[src/twt_pkg.sv]
package twt_pkg;

  localparam int MAX_WORD_LEN_DEF = 32;
  localparam int OFFSET_BITS_DEF  = 16;

  // character count used for the length check, saturating
  localparam int LEN_W   = 7;
  localparam int LEN_SAT = 127;

  localparam int BYTE_W   = 8;
  localparam int FIELD_W  = 16;
  localparam int MINLEN_W = 6;

  localparam int CFG_IDX_W  = 2;
  localparam int CFG_DATA_W = 6;

  typedef enum logic [CFG_IDX_W-1:0] {
    REG_CASE_SENS = 2'd0,
    REG_MIN_LEN   = 2'd1
  } cfg_reg_t;

  localparam logic [MINLEN_W-1:0] MIN_LEN_RST = 6'd2;

  function automatic logic is_sep(input logic [BYTE_W-1:0] b);
    logic r;
    unique case (b)
      8'h20, 8'h09, 8'h0a, 8'h0b, 8'h0c, 8'h0d,
      8'h2c, 8'h2e, 8'h21, 8'h3f, 8'h3b, 8'h3a,
      8'h22, 8'h27, 8'h28, 8'h29, 8'h5b, 8'h5d,
      8'h7b, 8'h7d: r = 1'b1;
      default:      r = 1'b0;
    endcase
    return r;
  endfunction

  function automatic logic [BYTE_W-1:0] fold_lower(input logic [BYTE_W-1:0] b);
    logic [BYTE_W-1:0] r;
    r = b;
    if (b >= 8'h41 && b <= 8'h5a) begin
      r = b + 8'h20;
    end
    return r;
  endfunction

endpackage

[src/twt_fifo.sv]
module twt_fifo import twt_pkg::*; #(
  parameter int W = 8
) (
  input  logic         clk,
  input  logic         rst_n,
  input  logic         push,
  input  logic [W-1:0] din,
  input  logic         pop,
  output logic [W-1:0] dout,
  output logic         not_empty,
  output logic         full
);

  // two entries, one per buffer bank
  logic [W-1:0] ent_r [2];
  logic         wptr_r, rptr_r;
  logic [1:0]   cnt_r;

  assign dout      = ent_r[rptr_r];
  assign not_empty = (cnt_r != 2'd0);
  assign full      = (cnt_r == 2'd2);

  always_ff @(posedge clk) begin
    if (!rst_n) begin
      wptr_r <= 1'b0;
      rptr_r <= 1'b0;
      cnt_r  <= 2'd0;
    end else begin
      if (push) begin
        wptr_r <= ~wptr_r;
      end
      if (pop) begin
        rptr_r <= ~rptr_r;
      end
      if (push && !pop) begin
        cnt_r <= cnt_r + 2'd1;
      end else if (pop && !push) begin
        cnt_r <= cnt_r - 2'd1;
      end
    end
  end

  always_ff @(posedge clk) begin
    if (push) begin
      ent_r[wptr_r] <= din;
    end
  end

endmodule

[src/twt_front.sv]
module twt_front import twt_pkg::*; #(
  parameter int MAX_WORD_LEN = MAX_WORD_LEN_DEF,
  parameter int OFFSET_BITS  = OFFSET_BITS_DEF,
  localparam int AW = $clog2(MAX_WORD_LEN),
  localparam int KW = $clog2(MAX_WORD_LEN + 1),
  localparam int DW = 1 + 3 * OFFSET_BITS + KW + 1
) (
  input  logic                  clk,
  input  logic                  rst_n,
  input  logic                  in_tvalid,
  output logic                  in_tready,
  input  logic [BYTE_W-1:0]     in_tdata,
  input  logic                  in_tlast,
  input  logic                  cfg_valid,
  input  logic [CFG_IDX_W-1:0]  cfg_index,
  input  logic [CFG_DATA_W-1:0] cfg_data,
  input  logic                  q_full,
  output logic                  q_push,
  output logic [DW-1:0]         q_din,
  output logic                  wr_en,
  output logic [AW:0]           wr_addr,
  output logic [BYTE_W-1:0]     wr_data
);

  typedef struct packed {
    logic                   bank;
    logic [OFFSET_BITS-1:0] start_ofs;
    logic [OFFSET_BITS-1:0] end_ofs;
    logic [OFFSET_BITS-1:0] idx;
    logic [KW-1:0]          kept;
    logic                   ovf;
  } desc_t;

  localparam logic [LEN_W-1:0] MAXL = LEN_W'(MAX_WORD_LEN);
  localparam logic [LEN_W-1:0] SATL = LEN_W'(LEN_SAT);

  logic                   case_r;
  logic [MINLEN_W-1:0]    minlen_r;
  logic [LEN_W-1:0]       len_r, len_nxt;
  logic [OFFSET_BITS-1:0] start_r, start_nxt;
  logic [OFFSET_BITS-1:0] ofs_r, ofs_nxt;
  logic [OFFSET_BITS-1:0] idx_r, idx_nxt;
  logic                   in_word_r, in_word_nxt;
  logic                   ovf_r, ovf_nxt;
  logic                   stopped_r, stopped_nxt;
  logic                   bank_r, bank_nxt;

  logic                   accept, is_zero, is_delim, is_chr;
  logic [LEN_W-1:0]       len_cur, len_new, fin_len;
  logic                   ovf_cur, ovf_new;
  logic [OFFSET_BITS-1:0] start_cur, ofs_inc, fin_end;
  logic                   fin, keep;
  desc_t                  desc;

  assign in_tready = !q_full;
  assign accept    = in_tvalid && in_tready;

  assign is_zero  = (in_tdata == '0);
  assign is_delim = is_sep(in_tdata);
  assign is_chr   = !is_zero && !is_delim;

  assign len_cur   = in_word_r ? len_r : '0;
  assign ovf_cur   = in_word_r && ovf_r;
  assign start_cur = in_word_r ? start_r : ofs_r;
  assign len_new   = (len_cur < SATL) ? len_cur + 1'b1 : len_cur;
  assign ovf_new   = ovf_cur || (len_cur >= MAXL);
  assign ofs_inc   = (ofs_r == '1) ? ofs_r : ofs_r + 1'b1;

  // a word ends at a delimiter or zero byte, or after its last char at end of text
  assign fin     = accept && !stopped_r &&
                   ((in_word_r && !is_chr) || (is_chr && in_tlast));
  assign fin_len = is_chr ? len_new : len_r;
  assign fin_end = is_chr ? ofs_inc : ofs_r;
  assign keep    = (minlen_r == '0) || (fin_len >= {1'b0, minlen_r});
  assign q_push  = fin && keep;

  always_comb begin
    desc.bank      = bank_r;
    desc.start_ofs = start_cur;
    desc.end_ofs   = fin_end;
    desc.idx       = idx_r;
    desc.kept      = KW'((fin_len < MAXL) ? fin_len : MAXL);
    desc.ovf       = is_chr ? ovf_new : ovf_r;
  end
  assign q_din = desc;

  assign wr_en   = accept && !stopped_r && is_chr && (len_cur < MAXL);
  assign wr_addr = {bank_r, len_cur[AW-1:0]};
  assign wr_data = case_r ? in_tdata : fold_lower(in_tdata);

  always_comb begin
    len_nxt     = len_r;
    start_nxt   = start_r;
    ofs_nxt     = ofs_r;
    idx_nxt     = idx_r;
    in_word_nxt = in_word_r;
    ovf_nxt     = ovf_r;
    stopped_nxt = stopped_r;
    bank_nxt    = bank_r;
    if (accept && !stopped_r) begin
      priority if (is_zero) begin
        in_word_nxt = 1'b0;
        stopped_nxt = 1'b1;
      end else if (is_delim) begin
        in_word_nxt = 1'b0;
        ofs_nxt     = ofs_inc;
      end else begin
        in_word_nxt = 1'b1;
        start_nxt   = start_cur;
        len_nxt     = len_new;
        ovf_nxt     = ovf_new;
        ofs_nxt     = ofs_inc;
      end
      if (q_push) begin
        idx_nxt  = (idx_r == '1) ? idx_r : idx_r + 1'b1;
        bank_nxt = ~bank_r;
      end
    end
    if (accept && in_tlast) begin
      ofs_nxt     = '0;
      idx_nxt     = '0;
      in_word_nxt = 1'b0;
      stopped_nxt = 1'b0;
    end
  end

  always_ff @(posedge clk) begin
    if (!rst_n) begin
      case_r    <= 1'b0;
      minlen_r  <= MIN_LEN_RST;
      len_r     <= '0;
      start_r   <= '0;
      ofs_r     <= '0;
      idx_r     <= '0;
      in_word_r <= 1'b0;
      ovf_r     <= 1'b0;
      stopped_r <= 1'b0;
      bank_r    <= 1'b0;
    end else begin
      len_r     <= len_nxt;
      start_r   <= start_nxt;
      ofs_r     <= ofs_nxt;
      idx_r     <= idx_nxt;
      in_word_r <= in_word_nxt;
      ovf_r     <= ovf_nxt;
      stopped_r <= stopped_nxt;
      bank_r    <= bank_nxt;
      if (cfg_valid) begin
        if (cfg_index == REG_CASE_SENS) begin
          case_r <= cfg_data[0];
        end else if (cfg_index == REG_MIN_LEN) begin
          minlen_r <= cfg_data[MINLEN_W-1:0];
        end
      end
    end
  end

endmodule

[src/twt_back.sv]
module twt_back import twt_pkg::*; #(
  parameter int MAX_WORD_LEN = MAX_WORD_LEN_DEF,
  parameter int OFFSET_BITS  = OFFSET_BITS_DEF,
  localparam int AW = $clog2(MAX_WORD_LEN),
  localparam int KW = $clog2(MAX_WORD_LEN + 1),
  localparam int DW = 1 + 3 * OFFSET_BITS + KW + 1
) (
  input  logic                  clk,
  input  logic                  rst_n,
  input  logic                  q_valid,
  input  logic [DW-1:0]         q_dout,
  output logic                  q_pop,
  input  logic                  wr_en,
  input  logic [AW:0]           wr_addr,
  input  logic [BYTE_W-1:0]     wr_data,
  output logic                  out_tvalid,
  input  logic                  out_tready,
  output logic [4*FIELD_W-9:0]  out_tdata,
  output logic                  out_tlast,
  output logic                  out_tuser
);

  typedef struct packed {
    logic                   bank;
    logic [OFFSET_BITS-1:0] start_ofs;
    logic [OFFSET_BITS-1:0] end_ofs;
    logic [OFFSET_BITS-1:0] idx;
    logic [KW-1:0]          kept;
    logic                   ovf;
  } desc_t;

  // two banks of word characters, the front fills one while the other drains
  logic [BYTE_W-1:0] char_mem [2**(AW+1)];

  desc_t             head;
  logic [KW-1:0]     rd_ptr_r;
  logic              pend_r, pend_last_r;
  desc_t             pend_meta_r;
  logic [BYTE_W-1:0] rd_data_r;
  logic              out_valid_r, out_last_r, out_trunc_r;
  logic [4*FIELD_W-9:0] out_data_r;

  logic              load, issue, last_rd;
  logic [OFFSET_BITS+FIELD_W-1:0] start_ext, end_ext, idx_ext;

  assign head    = desc_t'(q_dout);
  assign load    = pend_r && (!out_valid_r || out_tready);
  assign issue   = q_valid && (!pend_r || load);
  assign last_rd = (rd_ptr_r + KW'(1)) == head.kept;
  assign q_pop   = issue && last_rd;

  // results carry the low bits of offsets and index
  assign start_ext = {{FIELD_W{1'b0}}, pend_meta_r.start_ofs};
  assign end_ext   = {{FIELD_W{1'b0}}, pend_meta_r.end_ofs};
  assign idx_ext   = {{FIELD_W{1'b0}}, pend_meta_r.idx};

  always_ff @(posedge clk) begin
    if (wr_en) begin
      char_mem[wr_addr] <= wr_data;
    end
    if (issue) begin
      rd_data_r   <= char_mem[{head.bank, rd_ptr_r[AW-1:0]}];
      pend_meta_r <= head;
      pend_last_r <= last_rd;
    end
    if (load) begin
      out_data_r  <= {idx_ext[FIELD_W-1:0], end_ext[FIELD_W-1:0],
                      start_ext[FIELD_W-1:0], rd_data_r};
      out_last_r  <= pend_last_r;
      out_trunc_r <= pend_meta_r.ovf;
    end
  end

  always_ff @(posedge clk) begin
    if (!rst_n) begin
      rd_ptr_r    <= '0;
      pend_r      <= 1'b0;
      out_valid_r <= 1'b0;
    end else begin
      if (issue) begin
        rd_ptr_r <= last_rd ? '0 : rd_ptr_r + KW'(1);
      end
      if (issue) begin
        pend_r <= 1'b1;
      end else if (load) begin
        pend_r <= 1'b0;
      end
      if (load) begin
        out_valid_r <= 1'b1;
      end else if (out_tready) begin
        out_valid_r <= 1'b0;
      end
    end
  end

  assign out_tvalid = out_valid_r;
  assign out_tdata  = out_data_r;
  assign out_tlast  = out_last_r;
  assign out_tuser  = out_trunc_r;

endmodule

[src/text_word_tokenizer_core.sv]
// word tokenizer: text bytes in, word characters out
// in_*: one text byte per transaction, in_tlast marks the final byte of a text.
//   whitespace and punctuation end a word, a zero byte ends the text early and
//   later bytes are ignored until in_tlast.
// out_*: one character per transaction, with start/end offsets and word index;
//   out_tlast flags the word's final character, out_tuser flags a truncated word.
// cfg_*: register writes (0 keep-case flag, 1 min_length), always ready,
//   write only while the block is idle.
// throughput: one input byte per cycle; in_tready drops only while two finished
//   words wait in the descriptor queue (both character banks busy).
// output path: the first character of a word goes through the registered buffer read
//   and then the output register after the byte that ends it; after that one character
//   per cycle while out_tready stays high.
// a stalled out_tready holds the current result; the front keeps taking bytes
//   until the queue fills.
// reset clears counters, queue and output valid; no clearing pass.
module text_word_tokenizer_core import twt_pkg::*; #(
  parameter int MAX_WORD_LEN = MAX_WORD_LEN_DEF,
  parameter int OFFSET_BITS  = OFFSET_BITS_DEF
) (
  input  logic                  clk,
  input  logic                  rst_n,
  input  logic                  in_tvalid,
  output logic                  in_tready,
  input  logic [7:0]            in_tdata,   // text_byte
  input  logic                  in_tlast,   // end_of_text
  output logic                  out_tvalid,
  input  logic                  out_tready,
  output logic [55:0]           out_tdata,  // word_char, start_ofs, word_end, word_index
  output logic                  out_tlast,  // last_char
  output logic                  out_tuser,  // truncated
  input  logic                  cfg_valid,
  output logic                  cfg_ready,
  input  logic [CFG_IDX_W-1:0]  cfg_index,
  input  logic [CFG_DATA_W-1:0] cfg_data
);

  localparam int AW = $clog2(MAX_WORD_LEN);
  localparam int KW = $clog2(MAX_WORD_LEN + 1);
  localparam int DW = 1 + 3 * OFFSET_BITS + KW + 1;

  logic              q_push, q_pop, q_full, q_valid;
  logic [DW-1:0]     q_din, q_dout;
  logic              wr_en;
  logic [AW:0]       wr_addr;
  logic [BYTE_W-1:0] wr_data;

  assign cfg_ready = 1'b1;

  twt_front #(
    .MAX_WORD_LEN (MAX_WORD_LEN),
    .OFFSET_BITS  (OFFSET_BITS)
  ) u_front (
    .clk       (clk),
    .rst_n     (rst_n),
    .in_tvalid (in_tvalid),
    .in_tready (in_tready),
    .in_tdata  (in_tdata),
    .in_tlast  (in_tlast),
    .cfg_valid (cfg_valid),
    .cfg_index (cfg_index),
    .cfg_data  (cfg_data),
    .q_full    (q_full),
    .q_push    (q_push),
    .q_din     (q_din),
    .wr_en     (wr_en),
    .wr_addr   (wr_addr),
    .wr_data   (wr_data)
  );

  twt_fifo #(
    .W (DW)
  ) u_fifo (
    .clk       (clk),
    .rst_n     (rst_n),
    .push      (q_push),
    .din       (q_din),
    .pop       (q_pop),
    .dout      (q_dout),
    .not_empty (q_valid),
    .full      (q_full)
  );

  twt_back #(
    .MAX_WORD_LEN (MAX_WORD_LEN),
    .OFFSET_BITS  (OFFSET_BITS)
  ) u_back (
    .clk        (clk),
    .rst_n      (rst_n),
    .q_valid    (q_valid),
    .q_dout     (q_dout),
    .q_pop      (q_pop),
    .wr_en      (wr_en),
    .wr_addr    (wr_addr),
    .wr_data    (wr_data),
    .out_tvalid (out_tvalid),
    .out_tready (out_tready),
    .out_tdata  (out_tdata),
    .out_tlast  (out_tlast),
    .out_tuser  (out_tuser)
  );

endmodule

[config.mk]
export PLATFORM = sky130hd
export DESIGN_NAME = text_word_tokenizer_core
export DESIGN_NICKNAME = d
export VERILOG_FILES = /design/src/twt_pkg.sv /design/src/twt_fifo.sv /design/src/twt_front.sv /design/src/twt_back.sv /design/src/text_word_tokenizer_core.sv
export SDC_FILE = /design/constraint.sdc
export NUM_CORES = 1
export LEC_CHECK = 0
export BUFFER_PORTS_ARGS = -buffer_cell sky130_fd_sc_hd__buf_4
export CORE_UTILIZATION = 35
export CTS_CLUSTER_SIZE = 24
export DETAILED_ROUTE_END_ITERATION = 12
export PLACE_DENSITY = 0.55
export SLEW_MARGIN = 40
export SYNTH_ARGS = -nofsm -noshare
export SYNTH_HDL_FRONTEND = slang
export SYNTH_SLANG_ARGS = --single-unit
[constraint.sdc]
create_clock -name clk -period 13.7 [get_ports clk]
set_input_delay 1.37 -clock clk [delete_from_list [all_inputs] [get_ports clk]]
set_output_delay 1.37 -clock clk [all_outputs]
set_load 0.01 [all_outputs]
==> summary.md <==
| Metric | Value |
|---|---|
| Critical-path cell list | `buf_4 -> or3b_1 -> o311ai_1 -> a211oi_2 -> and2_1 -> nand2_1 -> o22ai_1 -> ha_1 -> nand2b_1 -> a2111oi_0 -> o21ai_0 -> a211oi_4 -> nor2_2 -> ha_1 -> or3_1 -> a21oi_1` |
| FF-to-FF Start | `u_front.in_word_r` |
| CTS Hold Buffers Added | `0` |
| Share of the synthesized area in the top cell type | `0.695` |
| Syn Std Cell Area | `32000 sq um` |
| First-pass GRT wire length | `104000 um` |
| Post-synthesis simple-gate area fraction | `0.0530` |
| CP max-delay cell | `a211oi_4` |
| Setup crit start kind | `input port` |
| Final worst slack | `7.78 ns` |
| CTS tree | `built` |
| Pleak | `11.2 nW` |
| DR iter-0 viols | `1226` |
| Required time of the critical path | `14.26 ns` |
| Postcts setup bufs | `0` |
| Post-Synth XOR/XNOR Area | `0.0103` |
| Core area | `90300 sq um` |
| Post-synthesis compound-gate area fraction | `0.0250` |
| Top routing layer in use | `met5` |
| Async set or reset register ratio after synthesis | `0` |
| Layout area overhead | `15.3%` |
| Final hold violations | `0` |
| Setup TNS | `0 ns` |
| Syn nets | `1738` |
| DRC Markers | `0` |
| Worst Hold Depth | `0` |
| Slew Viols, Final | `0` |
| Gr ovfl total | `0` |
| Post-synthesis mux area share | `0.148` |
| Layout cells sized above 1 | `0.273` |
| Hold/Removal Path Class | `reg -> reg` |
| Largest area contributor in the netlist | `edfxtp_1` |
| Peak Freq | `0.169 GHz` |
| Tcrit/Tclk final | `0.432` |
| CP bufs+invs | `1` |
| Layout Nets | `1846` |
| Pre-CTS WS | `7.13 ns` |
| Num CTS Buffers | `86` |
| Worst-Skew Late Latency | `0.66 ns` |
| Ant diodes | `0` |
| Die height | `304 um` |
| Power Dens Cells | `145 nW/um^2` |
| DR vias | `15800` |
| Clock sinks | `819` |
| Final WL | `~68000 um` |
| Worst-case reg-to-reg path depth | `14` |
| Adder and majority gate portion of the synthesized area | `0.00470` |
| Syn Area/Cell | `18.8 sq um` |
| WL met2 | `32500 um` |
| GPL Wtd Cong | `0.803` |
| DP HPWL | `~42000 um` |
| Actual slew at the worst max-slew pin | `0.882 ns` |
| First drt pass iteration count | `5` |
| Hold Crit Start | `u_back.pend_meta_r[48]` |
| Reg2Reg Capture Point | `u_fifo.cnt_r[1]` |
| Ranking of synthesized cells by area | `edfxtp_1 (70%), mux4_2 (12%), dfxtp_1 (4.9%)` |
| Die X | `just over 300 um` |
| CTS max path bufs | `3` |
| Setup CP Type | `in -> reg` |
| Netlist cell types | `67` |
| DIE AREA | `between 90000 and 100000 sq um` |
| Vias in the first global route | `16300` |
| Crit path max fanout | `72` |
| Number of synthesized flops with an enable pin | `740` |
| Max VDD drop | `approximately 0.11 mV` |
| Status | `finished clean` |
| Gr usage total | `0.148` |
| Initial antenna violation count | `2` |
| Fin crit period | `~5.9 ns` |
| Crit. End Element | `register` |
| Row cnt | `110` |
| Final Skew | `0.0411 ns` |
| Worst hold margin | `0.417 ns` |
| Worst path max stage delay | `0.73 ns` |
| CP arrival | `6.48 ns` |
| Worst Hold End | `u_back.out_tdata[17]` |
| Syn. warnings | `0` |
| Antenna viol nets, final | `0` |
| Synthesis-stage register bit count | `819` |
| Ports | `83` |
| Max Cap Viol | `0` |
| Primary FF master, synth | `edfxtp_1` |
| RSZ-0062 raised after global routing | `no` |
| Routed WL per cell | `22.2 um` |
| Most used cell, CP | `ha_1` |
| Fin util | `0.408` |
| Wire length on met1 | `30400 um` |
| CTS resizes | `0` |
| # setup viols final | `0` |
| Max-slew headroom | `0.411` |
| Clock root cell | `clkbuf_16` |
| Mapped Cells | `1704` |
| FILL cells | `8002` |
| Combinational family with the most area after synthesis | `multiplexers` |
| Largest net degree at the start of global routing | `96` |
| Top delay family on crit path | `compound AO/OA/AOI/OAI gates` |
| Vias/cell | `5.15` |
| R2R Setup Slk | `9.04 ns` |
| H-tree lvl count | `3` |
| Metal3 WL | `3650 um` |
| Initial Utilization | `0.354` |
| # port buffers | `81` |
| Sequential share of the synthesized area | `0.745` |
| Clock-pin slew on the worst setup and hold paths | `roughly 0.06 ns` |
==> layout make-up <==
cell class / count / area (sq um) / area share
flip-flops and latches: 819 / 23800 / 0.646
multi-input cells: 780 / 7820 / 0.212
clock buffers: 106 / 2280 / 0.0618
well taps: 1176 / 1470 / 0.0399
repair buffers: 109 / 880 / 0.0239
clock inverters: 54 / 538 / 0.0146
inverters: 16 / 60.1 / 0.00163
==> cells by family after synthesis <==
group / count (synthesis)
other: 1
muxes: 255
adders and majority gates: 12
and+or+nand+nor: 347
AOI/OAI and AO/OA: 129
buffers and inverters: 105
xor gates and xnor gates: 36
DFF: 819
==> cell usage in the layout, fill, tap and decap left out, types with 13 or more instances in the layout <==
cell       Yosys  layout
nand4_1       17      17
nor2_2         2      15
buf_4          2     104
o21ai_0       24      23
clkbuf_1      52      17
mux4_2       168     168
inv_1         14      13
xnor2_1       18      18
nand2_1       88      88
clkbuf_16      0      88
dfxtp_1       79      73
clkinv_1       2      20
nor2_1       116     103
nor3_1        15      14
xor2_1        17      17
nand3_1       25      24
edfxtp_1     740     740
clkinv_2       0      20
a21oi_1       54      53
mux2i_1       20      19
mux2_2        67      67
==> power by group <==
group          internal, mW  switching [mW]  total (mW)
clock                  1.36           0.960        2.32
sequential             2.76          0.0191        2.78
combinational         0.108           0.157       0.265
==> layer usage <==
metal  vias up  global-route usage
met2       405               0.235
met4         2              0.0398
met3        93              0.0296
met1      8208               0.207
li1       7057                   -
met5         -                   0
==> through the flow <==
| step | instance area (sq um) | instances | power (mW) |
|---|---|---|---|
| 3_3_place_gp | 33900 | 2895 | 3.09 |
| 3_5_place_dp | 33900 | 2896 | 3.10 |
| 5_1_grt | 36900 | 3060 | 5.54 |
| 6_report | 36900 | 3060 | 5.36 |
| 2_1_floorplan | 32000 | 1704 | 3.00 |
| 4_1_cts | 36700 | 3056 | 5.42 |
==> flip-flops by register name (all words and copies together) (netlist names), 17 cells and up, named ones only <==
register	flops
u_back.out_tdata	56
u_fifo.ent_r	112
u_back.char_mem	512
u_back.pend_meta_r	17
==> cell usage after synthesis (all sizes together), types with 5 or more instances <==
master / n
a21oi: 55
a211oi: 11
and4: 7
nand4: 17
dfxtp: 79
nand2b: 11
or3: 6
mux4: 168
ha: 12
nor4: 7
and3: 11
buf: 35
or4: 8
a31oi: 7
clkbuf: 54
inv: 14
and2: 5
o21ai: 27
nand3: 25
mux2: 67
nor2: 118
xnor2: 18
nand2: 88
edfxtp: 740
nor3: 15
xor2: 17
nor2b: 9
mux2i: 20
==> worst max path at each step <==
stage	startpoint	end	slack (ns)	cells after the start
after global placement	in_tdata[1]	u_fifo.cnt_r[1]	7.05	16
after detailed placement	in_tdata[1]	u_fifo.cnt_r[1]	7.13	16
after floorplan	in_tdata[2]	u_fifo.ent_r[0][0]	5.44	17
after CTS	in_tdata[1]	u_fifo.cnt_r[1]	7.80	16
after global routing	in_tdata[1]	u_fifo.cnt_r[1]	7.35	16
final	in_tdata[1]	u_fifo.cnt_r[1]	7.78	16
Power figures use the tool's default switching activity.
